`config.mk`:
```
export PLATFORM = sky130hd
export DESIGN_NAME = gfrm_ffs
export DESIGN_NICKNAME = d
export VERILOG_FILES = /design/src/rtl/core/gfrm_pkg.sv /design/src/rtl/core/gfrm_ffs.sv
export SDC_FILE = /design/constraint.sdc
export NUM_CORES = 1
export LEC_CHECK = 0
export BUFFER_PORTS_ARGS = -buffer_cell sky130_fd_sc_hd__buf_4
export CORE_ASPECT_RATIO = 0.9
export CORE_MARGIN = 2
export CORE_UTILIZATION = 30
export CTS_CLUSTER_SIZE = 8
export DETAILED_ROUTE_END_ITERATION = 16
export PLACE_DENSITY_LB_ADDON = 0.1
export SLEW_MARGIN = 20
export SYNTH_ARGS = -nofsm -noshare
export SYNTH_HDL_FRONTEND = slang
export SYNTH_SLANG_ARGS = --single-unit
export TNS_END_PERCENT = 50
```
`constraint.sdc`:
```
create_clock -name clk -period 1 [get_ports clk]
set_input_delay 0.15 -clock clk [delete_from_list [all_inputs] [get_ports clk]]
set_output_delay 0.15 -clock clk [all_outputs]
set_load 0.005 [all_outputs]
```
`src/rtl/core/gfrm_pkg.sv`:
```
// Shared types and constants for the greedy face rectangle merge block.
package gfrm_pkg;

	localparam logic OP_LOAD  = 1'b0;
	localparam logic OP_FETCH = 1'b1;

	localparam logic [1:0] CFG_GRID_WIDTH   = 2'd0;
	localparam logic [1:0] CFG_GRID_HEIGHT  = 2'd1;
	localparam logic [1:0] CFG_TRIANGLE_CAP = 2'd2;

	localparam logic [6:0]  GRID_WIDTH_RST  = 7'd64;
	localparam logic [6:0]  GRID_HEIGHT_RST = 7'd64;
	localparam logic [15:0] TRI_CAP_RST     = 16'd3000;
	localparam logic [15:0] TRI_CAP_MIN     = 16'd12;
	localparam logic [16:0] TRI_PER_RECT    = 17'd2;

	typedef struct packed {
		logic        operation;
		logic [5:0]  row_index;
		logic [63:0] row_bits;
	} gfrm_req_t;

	typedef struct packed {
		logic [5:0]  rect_u;
		logic [5:0]  rect_v;
		logic [6:0]  rect_width;
		logic [6:0]  rect_height;
		logic [11:0] chunk_number;
		logic        done_res;
	} gfrm_rsp_t;

	typedef struct packed {
		logic we;
		logic re;
		logic clr;
	} gfrm_mem_ctl_t;

	typedef enum logic [3:0] {
		ST_IDLE,
		ST_SCAN_RD,
		ST_SCAN_CHK,
		ST_SCAN_PICK,
		ST_WID_IN,
		ST_WID_OUT,
		ST_SPAN,
		ST_CLR0,
		ST_HT_CHK,
		ST_FIN,
		ST_DONE
	} gfrm_state_t;

endpackage

```
`src/rtl/core/gfrm_ffs.sv`:
```
// Two-level find-first-set: byte groups registered, group pick in the next cycle.
module gfrm_ffs #(
	parameter int W = 64
) (
	input  logic                  clk,
	input  logic [W-1:0]          vec,
	output logic                  found,
	output logic [$clog2(W)-1:0]  idx
);
	import gfrm_pkg::*;

	localparam int NG = (W + 7) / 8;
	localparam int IW = $clog2(W);

	logic [NG*8-1:0] pad;
	logic [NG-1:0]   grp_any;
	logic [2:0]      grp_idx [NG];
	logic [NG-1:0]   grp_any_s1;
	logic [2:0]      grp_idx_s1 [NG];

	assign pad = (NG*8)'(vec);

	always_comb begin
		for (int g = 0; g < NG; g++) begin
			grp_any[g] = |pad[g*8 +: 8];
			grp_idx[g] = 3'd0;
			for (int b = 7; b >= 0; b--) begin
				if (pad[g*8 + b]) begin
					grp_idx[g] = 3'(b);
				end
			end
		end
	end

	always_ff @(posedge clk) begin
		grp_any_s1 <= grp_any;
		for (int g = 0; g < NG; g++) begin
			grp_idx_s1[g] <= grp_idx[g];
		end
	end

	always_comb begin
		found = 1'b0;
		idx   = '0;
		for (int g = NG - 1; g >= 0; g--) begin
			if (grp_any_s1[g]) begin
				found = 1'b1;
				idx   = IW'(g*8 + int'(grp_idx_s1[g]));
			end
		end
	end

endmodule

```
* After elaboration in Yosys (flattened, before gate mapping)
Memories as Yosys holds them, arrays and structs flattened. Cells that the tools add are included. W data, S select, Z words.
Operators by class: add/subtract/negate cells 7, muxes and demuxes 80, reductions and logical operators 8
Operators with widths (count):
- $mux W3 | 64
- $reduce_or A8 Y1 | 8
- $mux W6 | 8
- $add A6 B3 Y6 const A | 4
- $add A5 B3 Y6 const A | 2
- $mux W1 | 8
- $add A4 B3 Y5 const A | 1
Storage, ports and cells: flip-flop bits (word level) 8, RAM bits 24, bits of input ports 65, memories 1
Memories:
- grp_idx_s1 | depth 8, bits a word 3, read ports 8, clocked after Yosys merged registers in 0, write ports 8, RTL line gfrm_ffs.sv:19 | logic [2:0] grp_idx_s1 [NG];

* Depth between registers and ports, before layout
depth after elaboration 9, mapped depth 5, mapped depth without buffers 4

* Worst setup path after synthesis
Ideal clock, no wire load.
path type register to output, start register grp_any_s1[6], end output idx[1], data arrival time 901 ps, required time 850 ps, slack -51 ps, stages on the path, launching flop included 5, buffers on the path 0, cells stage by stage dfxtp_1 nand2b_4 o211ai_1 nand3_1 a31oi_1
On the way: longest elaborated chain between the ends 7
Ends and longest elaborated chain:
- start: declaration | RTL line gfrm_ffs.sv:18 | logic [NG-1:0] grp_any_s1;
- start signal: assignment | RTL line gfrm_ffs.sv:36 | grp_any_s1 <= grp_any;
- $mux W6 (7 in series) | RTL line gfrm_ffs.sv:46 | if (grp_any_s1[g]) begin
- end: declaration | RTL line gfrm_ffs.sv:8 | output logic [$clog2(W)-1:0] idx
Every way passes these cells.

* Worst setup path after layout
start register grp_any_s1[6], end output idx[2]
The elaborated chain is that of the path after synthesis.

==> out/metrics.yaml <==
critical_path:
  slowest_delay_ps: 360
  cp_top_family: "compound AO/OA/AOI/OAI gates"
  endpoint_kind: "output pin"
  cp-startpoint: "grp_any_s1[6]$_DFF_P_"
  cpMaxStageDelayCell: "dfxtp_4"
  path_buf_inv: 1
  crit_arrival_ps: 1400
  required_ps: 850
  cp.depth: 5
  crit_type: "flop to output pin"
  worstPathMaxFanout: 7
  start_kind: "flop"
  crit_path_cell_trace: "nand2b_4 > o211ai_1 > nand3_1 > a31oi_1 > buf_4"
sta:
  slew_viol_final: 0
  worst_slack_ps: -552
  period_minus_slack_ps: 1550
  hold_viol_final: 0
  rsz0062_at_grt: "true"
  finalCritPeriodShare_pct: 155
  finalSetupViolations: 7
  hold_ws_ps: 37.1
  tns_ps: -3340
  relSlewSlack_pct: 75.2
  max_slew.worst_pin.slew_ps: 369
  fmaxAchievable_mhz: 644
outcome:
  violations: "setup timing"
  status: "finished, violations left"
synth:
  synth-xor-area-share_pct: 0
  synthMuxAreaShare_pct: 0
  synthesis.instances: 199
  synth_adder_area_share_pct: 0
  synth-edff-count: 0
  synth.avg_cell_area_um2: 7.60
  synth_seq_area_share_pct: 42.3
  synth_area_um2: 1510
  synth_top_family_by_area: "simple AND/OR/NAND/NOR gates"
  yosysUniqueCellTypes: 23
  synth_top_cell_by_area: "dfxtp_1"
  synthFlopType: "dfxtp_1"
  synth_top_area_share_pct: 42.3
  synthArstFlopShare_pct: 0
  ys_ff_latch: 32
  synthSimpleGateAreaFrac_pct: 35.1
  yosys_warnings: 0
  syn-num-nets: 264
  synth_compound_area_share_pct: 16.7
  synthTopCellsByArea: "dfxtp_1, nor3_1, nor4_1"
clock_network:
  path_clk_slew_ps: 60
  cts.sinks: 32
  cts_tree: "yes"
  cts_made_buffers: 5
  cts_hold_buffers: 0
  cts_root_buf: "clkbuf_8"
  htreeDepth: 2
  clock_path_buffers: 2
final_layout:
  nets: 351
  diodes: 0
  final_cell_mix: "buf_4, dfxtp_1, nor3_1"
  final_common_cell: "buf_4"
  area_growth_syn_to_layout_pct: 54.3
  drive_gt1_share_pct: 34.8
  final_util_pct: 48.0
routing:
  via_per_inst: 4.49
  drt-initial-drc-count: 48
  routedWlPerCell_um: 9.89
  postRouteAntennaNets: 0
  routed-via-count: 1582
  totalWireLength_mm: 3.48
  route.detailed.drc: 0
  first_pass_iters: 4
power_and_ir_drop:
  clkPwrFrac_pct: 40.0
  switchingPower_mw: 0.623
  intPower_mw: 2.32
  switching_share_pct: 21.2
  powerDensity_nw_per_um2: 1260
  p_comb_share_pct: 14.4
  peakVddDrop_uv: 577
  p_leak_nw: 1.05
  seqPwrFrac_pct: 45.6
  total_power_mw: 2.94
floorplanning:
  die_area_um2: 5630
  ios: 72
  die_w_um: 78.9
  rows: 24
  dieHeight_um: 71.4
  core-area_um2: 4860
  initial_core_util_pct: 31.1
grt:
  grt_max_degree: 11
  grt_overflow: 0
  grt_pass1_vias: 1407
  track_usage_pct: 12.3
  antenna_found_initial: 0
  grt_pass1_wl_mm: 5.51
hold_path:
  hold_start: "vec[16]"
  hold_depth: 2
  hold_path.class: "input pin to flop"
  min_to: "grp_idx_s1[0][6]$_SDFF_PP0_"
placement:
  routabilityCongestion: 0.793
  dp_hpwl_mm: 2.94
  port_buffers: 71
flow_run:
  cap_viol_max_count: 0
## cell type report
type	instances	area (um^2)
multi-input combinational	144	802
fill	518	2530
sequential	32	648
clock buffer	6	72.6
inverter	21	78.8
clock inverter	2	35.0
tap	65	81.3
timing repair buffer	82	616
## worst max path at each step
stage                     endpoint  slack [ps]
after floorplan             idx[1]         -30
after global placement      idx[2]        -260
after detailed placement    idx[0]        -340
after CTS                   idx[0]        -560
after global routing        idx[3]        -620
final                       idx[2]        -550
## power groups by stage
stage	clock network, mW	logic [mW]	registers, mW
finish	1.18	0.423	1.34
global route	1.27	0.471	1.34
CTS	1.20	0.428	1.34
detailed placement	0	0.426	1.37
global placement	0	0.422	1.37
floorplan	0	0.143	1.36
## repair_timing
| item | CTS | global route |
|---|---|---|
| buffers inserted | 0 | 0 |
| setup endpoints to repair | 7 | 7 |
| pin swaps | 4 | 4 |
| resized for setup | 7 | 3 |
## synth_stat cells (4+ instances only)
cell type / n
nand2b_1: 8
nand2_1: 19
nor2_1: 14
a21oi_1: 20
nand3_1: 4
o21ai_0: 4
nor2b_1: 11
o21bai_1: 8
dfxtp_1: 32
nor4_1: 18
inv_1: 21
nor3_1: 24
## flip-flops by register name, indices dropped and copies added (netlist names)
| name | flops |
|---|---|
| grp_idx_s1 | 24 |
| grp_any_s1 | 8 |
## layer usage
| metal | global-route usage (%) | share of wire [%] | up-vias | wire length [um] |
|---|---|---|---|---|
| met5 | 0 | 0 | - | 0 |
| met4 | 5.75 | 1.5 | 0 | 51 |
| met3 | 3.40 | 6.2 | 5 | 217 |
| met2 | 19.6 | 43 | 40 | 1500 |
| met1 | 15.5 | 49 | 662 | 1710 |
| li1 | - | - | 875 | - |
## kinds of logic (layout without fill, tap and decap cells)
group | Yosys count | in the layout
flip-flops | 32 | 32
buffers and inverters | 23 | 111
AND/OR/NAND/NOR | 102 | 102
AO/OA/AOI/OAI | 42 | 42
## per-stage QoR
step           instances  setup WS (ps)  cell area, um^2
4_1_cts              352           -565             2320
3_3_place_gp         344           -260             2200
6_report             352           -552             2330
2_1_floorplan        199          -32.9             1510
3_5_place_dp         344           -340             2200
5_1_grt              352           -620             2330
No activity file was read; power rests on OpenSTA's default activity.
